===== config.mk =====
export PLATFORM = sky130hd
export DESIGN_NAME = tqt_satadd
export DESIGN_NICKNAME = d
export VERILOG_FILES = /design/src/design/assert_macros.svh /design/src/design/tqt_pkg.sv /design/src/design/tqt_satadd.sv
export SDC_FILE = /design/constraint.sdc
export NUM_CORES = 1
export LEC_CHECK = 0
export ABC_AREA = 1
export BUFFER_PORTS_ARGS = -buffer_cell sky130_fd_sc_hd__buf_4
export CAP_MARGIN = 20
export CORE_MARGIN = 4
export CORE_UTILIZATION = 49
export DETAILED_ROUTE_END_ITERATION = 8
export GPL_TIMING_DRIVEN = 0
export PLACE_DENSITY = 0.92
export SYNTH_ARGS = -nofsm -noshare
export SYNTH_HDL_FRONTEND = slang
export SYNTH_SLANG_ARGS = --single-unit

===== constraint.sdc =====
create_clock -name vclk -period 2.03
set_clock_uncertainty 0.2 [all_clocks]
set_input_delay 0.203 -clock vclk [all_inputs]
set_output_delay 0.203 -clock vclk [all_outputs]
set_load 0.01 [all_outputs]

===== src/design/assert_macros.svh =====
// Assertion macros used by the top-level RTL file.
`ifndef ASSERT_MACROS_SVH
`define ASSERT_MACROS_SVH

// Clocked assertion, disabled while reset is active.
`define ASSERT_CLK(label, clk, rst_n, prop, msg) \
  label: assert property (@(posedge clk) disable iff (!rst_n) prop) else $error(msg);

// Same, on the standard clk_i / rst_ni pair.
`define ASSERT_STD(label, prop, msg) \
  label: assert property (@(posedge clk_i) disable iff (!rst_ni) prop) else $error(msg);

`endif


===== src/design/tqt_pkg.sv =====
// Types, constants and helper function of the traffic quota table.
`default_nettype none
package tqt_pkg;

  typedef enum logic [2:0] {
    KIND_CHECK   = 3'd0,
    KIND_ACCOUNT = 3'd1,
    KIND_PERIOD  = 3'd2,
    KIND_WRITE   = 3'd3,
    KIND_REMOVE  = 3'd4,
    KIND_READ    = 3'd5
  } kind_e;

  localparam logic [62:0] MAX63 = {63{1'b1}};
  localparam logic [63:0] LIMIT_UNLIMITED = {64{1'b1}};

  typedef struct packed {
    kind_e              kind;
    logic [31:0]        user_id;
    logic [31:0]        group_id;
    logic [31:0]        amount;
    logic               skip_sum;
    logic [5:0]         slot;
    logic [7:0]         period_type;
    logic signed [63:0] limit_value;
    logic [62:0]        initial_traffic;
    logic               blocked;
    logic               keep_counters;
  } req_t;

  typedef struct packed {
    logic        allowed;
    logic        hit;
    logic [62:0] traffic_out;
    logic [62:0] delta_out;
    logic        active;
  } res_t;

  typedef struct packed {
    logic        valid;
    logic [31:0] user;
    logic [31:0] group;
    logic [7:0]  period;
    logic [63:0] limit;
    logic [62:0] traffic;
    logic [62:0] delta;
    logic        blocked;
  } entry_t;

  // Entry is neither blocked nor at its limit; any negative limit but -1 counts as reached.
  function automatic logic is_active(entry_t e);
    logic res;
    if (e.blocked) begin
      res = 1'b0;
    end else if (e.limit == LIMIT_UNLIMITED) begin
      res = 1'b1;
    end else if (e.limit[63]) begin
      res = 1'b0;
    end else begin
      res = (e.traffic < e.limit[62:0]);
    end
    return res;
  endfunction

endpackage
`default_nettype wire


===== src/design/tqt_satadd.sv =====
// Shared saturating adder for the 63-bit traffic and delta counters.
`default_nettype none
module tqt_satadd import tqt_pkg::*; (
  input  wire logic [62:0] a_i,
  input  wire logic [31:0] b_i,
  output logic      [62:0] sum_o
);

  logic [63:0] wide;

  assign wide  = {1'b0, a_i} + {32'd0, b_i};
  assign sum_o = wide[63] ? MAX63 : wide[62:0];

endmodule
`default_nettype wire


==> results of run 1 <==
-- logic make-up after synthesis --
family	count (synthesis)	share of synthesized area (%)
AND/OR/NAND/NOR	652	61.2
buffers and inverters	251	21.0
adder cells (fa/ha/maj)	33	8.95
AO/OA/AOI/OAI	31	3.57
XOR/XNOR	28	5.22
-- cell usage after synthesis --
cell type	instances
a21boi_0	1
o21bai_1	3
xor2_1	28
nand4_1	13
a21oi_1	20
and3_1	2
o21ai_1	1
inv_2	5
nor2_2	8
o21ai_0	5
nor3_1	20
fa_1	1
inv_1	240
nand2_4	1
nand3_2	33
buf_6	6
nor4_1	1
nand2_1	417
ha_1	32
nand3_1	68
nor2_4	2
nor2_1	77
or2_2	4
o21a_1	1
and2_1	2
nand3b_1	4
-- metrics by stage --
| step | setup TNS [ns] | setup WS, ns | cell area [um^2] | utilization, % |
|---|---|---|---|---|
| after floorplan | -0.103 | -0.00989 | 4710 | - |
| after CTS | -15.90 | -0.317 | 7890 | 84.9 |
| after detailed placement | -37.48 | -0.662 | 6060 | 65.2 |
| after global placement | -38.42 | -0.684 | 6060 | 65.2 |
-- timing repair --
action,4_1_cts
endpoints found under the setup margin,63
resized for setup,285
pin swaps,92
setup buffers,66
gates cloned,4
-- layer usage --
metal | GRT usage [%] | overflow
met1 | 69.6 | 1
met5 | 13.3 | 0
met3 | 59.4 | 0
met2 | 91.4 | 48
met4 | 76.9 | 37
==> impl_metrics.csv, run 1 <==
group,metric,value,unit
yosys,yosysWarnings,0,
run_status,haltStage,"global routing (5_1_grt)",
run_status,outcome,"aborted with a tool error",
sta,grt-worst-endpoint,"sum_o[19]",
yosys,avgSynthCellArea,4.72,um^2
grt,grt_overflow,86,
grt,grt_max_degree,11,
clocking,cts_hold_buf,0,
placement,portBuffers,158,
yosys,synth.top_cell.area_share,33.3,%
placement,placed_cells,1282,
run_status,error,"[ERROR GRT-0232] Routing congestion too high. Check the congestion heatmap in the GUI.",
grt,grt_usage,73.1,%
floorplanning,die_h,106,um
yosys,syn_inst,995,
floorplanning,io-pin-count,158,
yosys,synth_cell_types,26,
yosys,yosysSeqAreaShare,0,%
sta,worst-ep-kind,"top-level output",
yosys,syn-num-nets,1123,
floorplanning,placementRows,35,
placement,hpwl,16200,um
placement,routabilityCongestion,1.04,
yosys,synth.area.top_cells,"nand2_1 (33%), inv_1 (19%), ha_1 (8.5%), nand3_1 (7.2%), nand3_2 (7.0%)",
yosys,yosysTopAreaCell,"nand2_1",
yosys,synth_area,0.00470,mm^2
floorplanning,fp.dieW,106,um
floorplanning,initial_core_util,50.6,%
==> run 2: changes to the inputs <==
Settings changed: CORE_UTILIZATION 49 to 40, PLACE_DENSITY 0.92 to unset, PLACE_DENSITY_LB_ADDON set to 0.15.
Clock period 2.03 ns to 2.64 ns, I/O delays scaled along.
==> run 2 against run 1 <==
Effect of this change: synthesized cell count stayed put; area after synthesis stayed put; the run now ends clean.
==> impl_metrics.csv, run 2 <==
group,metric,value,unit
run_status,outcome,"finished, final reports clean",
finish,utilization,60.1,%
clocking,cts_hold_buf,0,
sta,max_slew_margin,64.4,%
grt,grt_overflow,0,
route,detail-route-antenna-nets,0,
critical_path,crit_type,"in2out",
floorplanning,die_h,116,um
power_and_ir_drop,powerDensity,205,mW/mm^2
sta,max_freq,391,MHz
sta,period_needed,2.56,ns
route,drt-pass1-iter-count,5,
power_and_ir_drop,swShare,55.8,%
finish,antennaDiodeCount,0,
route,drt_iter0_markers,389,
critical_path,path_max_fanout,10,
power_and_ir_drop,power,1.41,mW
finish,seq_cells,0,
yosys,avgSynthCellArea,4.72,um^2
finish,regArea,0,um^2
yosys,synth_cell_types,26,
finish,layout_commonest_cell,"nand2_1",
yosys,synth.top_cell.area_share,33.3,%
grt,grt_usage,27.9,%
floorplanning,core,0.0115,mm^2
finish,drive_above_1_share,27.4,%
power_and_ir_drop,internal_power,625,uW
power_and_ir_drop,pwr-share-comb,100.0,%
placement,portBuffers,158,
finish,layout_common_cells,"nand2_1 (383), inv_1 (239), buf_4 (171)",
grt,grt_pass1_vias,5934,
placement,place_ws,-0.232,ns
power_and_ir_drop,p_leak,4.28,nW
floorplanning,io-pin-count,158,
grt,antenna_found_initial,0,
route,via_per_inst,4.84,
placement,hpwl,16400,um
finish,areaGrowthSynthToFinish,46.7,%
sta,fin_ws,0.0825,ns
power_and_ir_drop,p_sw,789,uW
route,drc,0,
placement,routabilityCongestion,0.949,
yosys,ys_top_cells_by_count,"nand2_1 (417), inv_1 (240), nor2_1 (77)",
power_and_ir_drop,p_seq_share,0,%
route,via_count,6352,
floorplanning,initial_core_util,41.0,%
floorplanning,dieArea,0.0135,mm^2
yosys,synth_most_common_cell,"nand2_1",
yosys,yosysTopAreaCell,"nand2_1",
critical_path,arrival,2.09,ns
yosys,yosysSeqAreaShare,0,%
finish,nClkBuffers,0,
floorplanning,fp.dieW,116,um
job,maxCapViolCount,0,
yosys,syn_inst,995,
floorplanning,placementRows,39,
yosys,yosysWarnings,0,
finish,fillers,1237,
sta,final_max_slew_viol_count,0,
yosys,synth.area.top_cells,"nand2_1 (33%), inv_1 (19%), ha_1 (8.5%), nand3_1 (7.2%), nand3_2 (7.0%)",
critical_path,crit_path_start_kind,"input port",
grt,grt_first_pass_wirelength,29700,um
power_and_ir_drop,clkPwrFrac,0,%
worst_hold_path,hold_class,"in2out",
power_and_ir_drop,peakVddDrop,0.148,mV
route,wl,19600,um
critical_path,end_kind,"primary output",
finish,multiInputGateArea,0.00433,mm^2
critical_path,required,2.18,ns
yosys,synth_area,0.00470,mm^2
yosys,syn-num-nets,1123,
sta,fin_crit_sh,96.9,%
route,drt-wirelength-per-cell,15.0,um
finish,nets,1299,
sta,hold_viol,0,
sta,worst-slew-pin-transition,0.530,ns
sta,setup_viol,0,
grt,grt_max_degree,11,
[run 2: cell counts after synthesis]
No cell type changed its count.
[run 2: cell families after synthesis]
kind of cell               Yosys count  synth area share, %
and+or+nand+nor                    652                 61.2
buffers and inverters              251                 21.0
adders and majority gates           33                 8.95
AOI/OAI and AO/OA                   31                 3.57
xor gates and xnor gates            28                 5.22
[run 2: layout make-up]
cell class	instances	area share, %
Inverter	245	13.3
Buffer	6	1.49
Timing Repair Buffer	174	19.7
Multi-Input combinational cell	744	62.9
Tap cell	143	2.60
[run 2: worst max-delay path: stages]
cell and delay (ns):
buf_4 0.13, nand4_1 0.19, nor2_1 0.45, and3_1 0.39, nand2_8 0.13, buf_4 0.16, buf_6 0.13, nand2_1 0.10
buf_4 0.13
[run 2: metrics by stage]
step           instances  area [um^2]  hold slack [ns]  setup TNS (ns)
2_1_floorplan        995         4700            0.462               0
3_3_place_gp        1296         6060            0.673           -9.83
3_5_place_dp        1296         6060            0.674           -9.65
4_1_cts             1305         6580            0.677               0
5_1_grt             1312         6890            0.699         -0.0211
6_report            1312         6890            0.672               0
[run 2: power by group through the flow]
stage / Clock, mW / Sequential (mW) / Combinational, mW
global route: 0 / 0 / 1.55
CTS: 0 / 0 / 1.33
global placement: 0 / 0 / 1.22
finish: 0 / 0 / 1.41
floorplan: 0 / 0 / 0.688
detailed placement: 0 / 0 / 1.23
[run 2: repair_timing]
action                     CTS  global route
gates resized for setup     65            57
pin swaps                    5            20
setup buffers                8             7
hold endpoints to repair     0             0
gates cloned                 1             0
setup endpoints to repair   62            62
[run 2: final timing paths]
path | end | cells past startpoint | slack, ns | from
worst max-delay path | sum_o[26] | 9 | 0.08 | a_i[47]
worst min-delay path | sum_o[61] | 4 | 0.67 | a_i[61]
[run 2: routing by layer]
metal | track usage (%) | part of all wire, %
met4 | 4.49 | 2.0
met2 | 48.6 | 47
met3 | 3.68 | 7.3
met1 | 37.3 | 44
met5 | 0 | 0
No activity file was read; power rests on OpenSTA's default activity.
==> run 3: changes to the inputs <==
Settings changed: PLACE_DENSITY set to 0.72, PLACE_DENSITY_LB_ADDON 0.15 to unset.
Clock period 2.64 ns to 2.7 ns, I/O delays scaled along.
==> run 3 against run 2 <==
Effect of this change: via count up 1.5%; first-iteration DRC count up 40%; sequential share of layout area unchanged; combinational power down 3%; sequential cell count unchanged; clock-buffer cell count unchanged; final area down 1.9%; critical endpoint is now sum_o[48]; largest power group unchanged.
==> impl_metrics.csv, run 3 (synthesis gave the netlist of run 2 again) <==
group,metric,value,unit
critical_path,cp_common_cell,"nand2_1",
critical_path,required,2.23,ns
sta,max_freq,381,MHz
grt,grt_usage,28.7,%
power_and_ir_drop,powerDensity,203,mW/mm^2
grt,grt_overflow,0,
finish,antennaDiodeCount,0,
finish,nets,1290,
placement,routabilityCongestion,1.01,
floorplanning,die_h,116,um
floorplanning,initial_core_util,41.0,%
floorplanning,placementRows,39,
power_and_ir_drop,p_leak,4.22,nW
critical_path,crit_type,"in2out",
route,met2_length,9640,um
run_status,outcome,"finished, final reports clean",
placement,placed_cells,1296,
job,maxCapViolCount,0,
worst_hold_path,hold_class,"in2out",
finish,regArea,0,um^2
grt,grt_pass1_vias,5965,
route,wl,20300,um
route,wl_met3,1480,um
placement,hpwl,17400,um
finish,nClkBuffers,0,
critical_path,cpPeakStageDelay,0.37,ns
sta,fin_crit_sh,97.1,%
floorplanning,dieArea,0.0135,mm^2
finish,fillers,1225,
grt,grt_first_pass_wirelength,30400,um
route,drc,0,
floorplanning,fp.dieW,116,um
critical_path,path_cells,"buf_4 -> ha_2 -> fa_2 -> nand2_1 -> nand2_1 -> and2_4 -> nand2_1 -> nand2_2 -> nand2_1 -> nand2_1 -> nand2_1 -> nand2_2 -> nand3b_1 -> nand3_1 -> buf_4",
placement,portBuffers,158,
sta,setup_viol,0,
critical_path,path_max_fanout,4,
grt,antenna_found_initial,0,
finish,utilization,59.0,%
critical_path,slowest_stage,"fa_2",
route,via_per_inst,4.95,
worst_hold_path,hold_depth,4,
route,drt-met1-wl,8850,um
critical_path,arrival,2.15,ns
critical_path,crit_path_start_kind,"input port",
floorplanning,core,0.0115,mm^2
clocking,cts_hold_buf,0,
critical_path,crit_start,"a_i[0]",
route,drt_iter0_markers,544,
route,drt-pass1-iter-count,6,
critical_path,path_depth,15,
route,drt-wirelength-per-cell,15.6,um
route,via_count,6447,
finish,layout_common_cells,"nand2_1 (392), inv_1 (239), buf_4 (162)",
critical_path,cp_num_buf_inv,2,
sta,worst-slew-pin-transition,0.547,ns
worst_hold_path,hp-start,"a_i[61]",
sta,max_slew_margin,63.3,%
sta,final_max_slew_viol_count,0,
grt,grt_max_degree,11,
finish,drive_above_1_share,25.9,%
floorplanning,io-pin-count,158,
critical_path,end_kind,"primary output",
sta,hold_viol,0,
sta,period_needed,2.62,ns
finish,layoutNonFillerInstCount,1303,
route,highest_layer,"met4",
finish,seq_cells,0,
critical_path,worst_path_dominant_cell_family,"simple AND/OR/NAND/NOR gates",
power_and_ir_drop,peakVddDrop,0.138,mV
route,detail-route-antenna-nets,0,
finish,layout_commonest_cell,"nand2_1",
finish,areaGrowthSynthToFinish,44.0,%
-- run 3: cell type report --
class	instances	area [um^2]	share of cell area (%)
buffer	6	101	1.50
timing repair buffer	165	1280	18.9
multi-input combinational	744	4280	63.3
inverter	245	920	13.6
tap	143	179	2.65
-- run 3: per-layer routing --
| layer | GRT usage [%] | vias up |
|---|---|---|
| li1 | - | 3305 |
| met1 | 40.2 | 2914 |
| met2 | 49.0 | 210 |
| met3 | 2.33 | 18 |
| met4 | 4.10 | 0 |
| met5 | 0 | - |
-- run 3: timing repair --
action	4_1_cts	5_1_grt
pin swaps	5	9
setup buffers	4	2
hold endpoints to repair	0	0
endpoints found under the setup margin	61	62
gates cloned	1	0
resized for setup	45	78
-- run 3: power breakdown --
part / switching, mW / leakage (nW) / total (mW) / internal [mW]
logic: 0.774 / 4.22 / 1.37 / 0.599
registers: 0 / 0 / 0 / 0
clock network: 0 / 0 / 0 / 0
total: 0.774 / 4.22 / 1.37 / 0.599
-- run 3: path summary, 6_finish.rpt --
check,end,slack [ns]
worst min-delay path,sum_o[61],0.69
worst max-delay path,sum_o[48],0.08
-- run 3: per-stage QoR --
stage	setup slack, ns	power, mW	instance area (um^2)	hold WS, ns	TNS (ns)
final	0.0787	1.37	6760	0.688	0
after CTS	0.00158	1.26	6350	0.688	0
after detailed placement	-0.188	1.21	6060	0.688	-7.52
after global placement	-0.193	1.21	6060	0.685	-7.56
after floorplan	0.432	0.673	4700	0.474	0
after global routing	-0.00356	1.50	6760	0.720	-0.00600
==> run 4: changes to the inputs <==
Settings changed: ABC_AREA 1 to unset, PLACE_DENSITY 0.72 to 0.8.
Clock period 2.7 ns to 2.9 ns, I/O delays scaled along.
==> run 4 against run 3 <==
Effect of this change: the run now ends with negative setup slack left; clock-buffer cell count stayed put; utilization is 32 points higher; power is 11% higher; via count is 19% lower; highest routed layer unchanged; sequential share of layout area stayed put; synthesized cell count is 56% lower; cell count is 44% lower; wire length is 1.3% lower; first-iteration DRC count is 8.1% higher; combinational power is 12% higher.
==> impl_metrics.csv, run 4 <==
group,metric,value,unit
yosys,yosysSeqAreaShare,0,%
route,drt_iter0_markers,588,
placement,routabilityCongestion,0.912,
yosys,syn_inst,433,
route,drc,0,
critical_path,crit_path_start_kind,"input port",
grt,grt_usage,31.9,%
sta,final_max_slew_viol_count,0,
critical_path,arrival,3.01,ns
clocking,cts_hold_buf,0,
yosys,synth_cell_types,54,
critical_path,crit_start,"a_i[23]",
sta,setup_viol,63,
floorplanning,fp.dieW,91.3,um
route,drt-pass1-iter-count,7,
power_and_ir_drop,peakVddDrop,0.203,mV
grt,grt_first_pass_wirelength,22500,um
critical_path,end_kind,"primary output",
grt,grt_pass1_vias,4733,
job,maxCapViolCount,0,
yosys,avgSynthCellArea,6.41,um^2
sta,hold_viol,0,
placement,hpwl,8550,um
sta,fin_ws,-0.598,ns
route,drt-wirelength-per-cell,27.3,um
run_status,outcome,"finished with violations",
floorplanning,io-pin-count,158,
power_and_ir_drop,powerDensity,248,mW/mm^2
finish,layout_commonest_cell,"buf_4",
sta,rsz0062_at_grt,"yes",
yosys,synth_area,0.00278,mm^2
critical_path,cp-endpoint,"sum_o[30]",
route,via_per_inst,7.13,
floorplanning,placementRows,30,
sta,fin_crit_sh,121,%
finish,nets,784,
worst_hold_path,hp-start,"a_i[57]",
grt,grt_max_degree,11,
route,wl,20000,um
finish,fillers,225,
floorplanning,dieArea,0.00833,mm^2
yosys,yosysWarnings,0,
critical_path,required,2.41,ns
critical_path,path_max_fanout,7,
finish,seq_cells,0,
sta,worst-slew-pin-transition,0.684,ns
critical_path,crit_type,"in2out",
grt,grt_overflow,0,
grt,antenna_found_initial,0,
finish,layout_common_cells,"buf_4 (129), buf_6 (88), nand2_1 (48)",
yosys,ys_top_cells_by_count,"nand2_1 (85), a21oi_1 (47), o21ai_0 (35)",
finish,regArea,0,um^2
yosys,synth_most_common_cell,"nand2_1",
floorplanning,die_h,91.3,um
route,detail-route-antenna-nets,0,
sta,max_freq,286,MHz
worst_hold_path,hold_class,"in2out",
yosys,syn-num-nets,561,
finish,nClkBuffers,0,
floorplanning,core,0.00676,mm^2
yosys,yosysTopAreaCell,"ha_1",
placement,portBuffers,158,
floorplanning,initial_core_util,41.1,%
finish,utilization,91.3,%
sta,period_needed,3.50,ns
yosys,synth.area.top_cells,"ha_1 (14%), nand2_1 (11%), xnor2_1 (8.5%), a21oi_1 (8.5%), o21ai_0 (6.3%)",
finish,drive_above_1_share,60.1,%
yosys,synth.top_cell.area_share,14.4,%
placement,place_ws,-0.677,ns
finish,areaGrowthSynthToFinish,122,%
sta,max_slew_margin,54.4,%
finish,antennaDiodeCount,0,
route,via_count,5233,
run_status,violations,"negative setup slack",
power_and_ir_drop,p_leak,2.65,nW
-- run 4: kinds of logic (layout without fill, tap and decap cells) --
family / count (synthesis) / after routing / share of synthesized area [%]
buffers and inverters: 27 / 248 / 4.87
AO/OA/AOI/OAI: 142 / 142 / 33.5
multiplexers: 3 / 3 / 1.22
adder cells (fa/ha/maj): 33 / 33 / 15.1
AND/OR/NAND/NOR: 188 / 188 / 32.7
XOR/XNOR: 40 / 40 / 12.6
-- run 4: how the worst min path moves through the flow --
| stage | endpoint | slack (ns) | cells after the start |
|---|---|---|---|
| final | sum_o[57] | 0.68 | 3 |
| after global routing | sum_o[57] | 0.68 | 3 |
| after CTS | sum_o[57] | 0.66 | 3 |
| after detailed placement | sum_o[57] | 0.66 | 3 |
| after global placement | sum_o[57] | 0.66 | 3 |
| after floorplan | sum_o[57] | 0.46 | 1 |
-- run 4: metal layers --
metal	share of wire [%]	GRT usage, %	wire, um	vias to the layer above
met5	0	0	0	-
met3	11	4.56	2280	239
li1	-	-	-	2045
met1	31	34.0	6300	2374
met2	47	60.7	9330	575
met4	11	14.9	2130	0
-- run 4: what timing repair did --
action / CTS / global route
endpoints found under the setup margin: 63 / 63
gates resized for setup: 221 / 134
gates cloned: 5 / 0
pin swaps: 59 / 46
setup buffers: 50 / 25
-- run 4: area by class of cell --
type / count / area, um^2 / area share, %
multi-input cells: 406 / 3740 / 60.6
repair buffers: 229 / 2180 / 35.4
plain buffers: 10 / 114 / 1.85
well taps: 80 / 100 / 1.62
inverters: 9 / 33.8 / 0.548
-- run 4: critical path, cell delays in order --
cell and delay (ns):
buf_4 0.11, ha_1 0.41, a211oi_2 0.34, o21ai_0 0.30
a21boi_1 0.47, nor2_1 0.12, o31a_1 0.33, or3_1 0.33
a21o_1 0.18, buf_6 0.12
-- run 4: per-stage QoR --
stage / cell area, um^2 / hold slack (ns) / total power [mW] / TNS, ns / cells
floorplan: 2810 / 0.457 / 0.496 / -0.0595 / 433
global placement: 4100 / 0.663 / 0.878 / -35.67 / 671
detailed placement: 4100 / 0.664 / 0.897 / -35.95 / 671
CTS: 5550 / 0.660 / 1.18 / -7.53 / 719
global route: 6170 / 0.680 / 1.58 / -29.03 / 734
finish: 6170 / 0.679 / 1.53 / -23.45 / 734
-- run 4: where the power goes --
part / leakage [nW] / switching [mW] / internal [mW] / total (mW)
clock network: 0 / 0 / 0 / 0
registers: 0 / 0 / 0 / 0
logic: 2.65 / 0.776 / 0.752 / 1.53
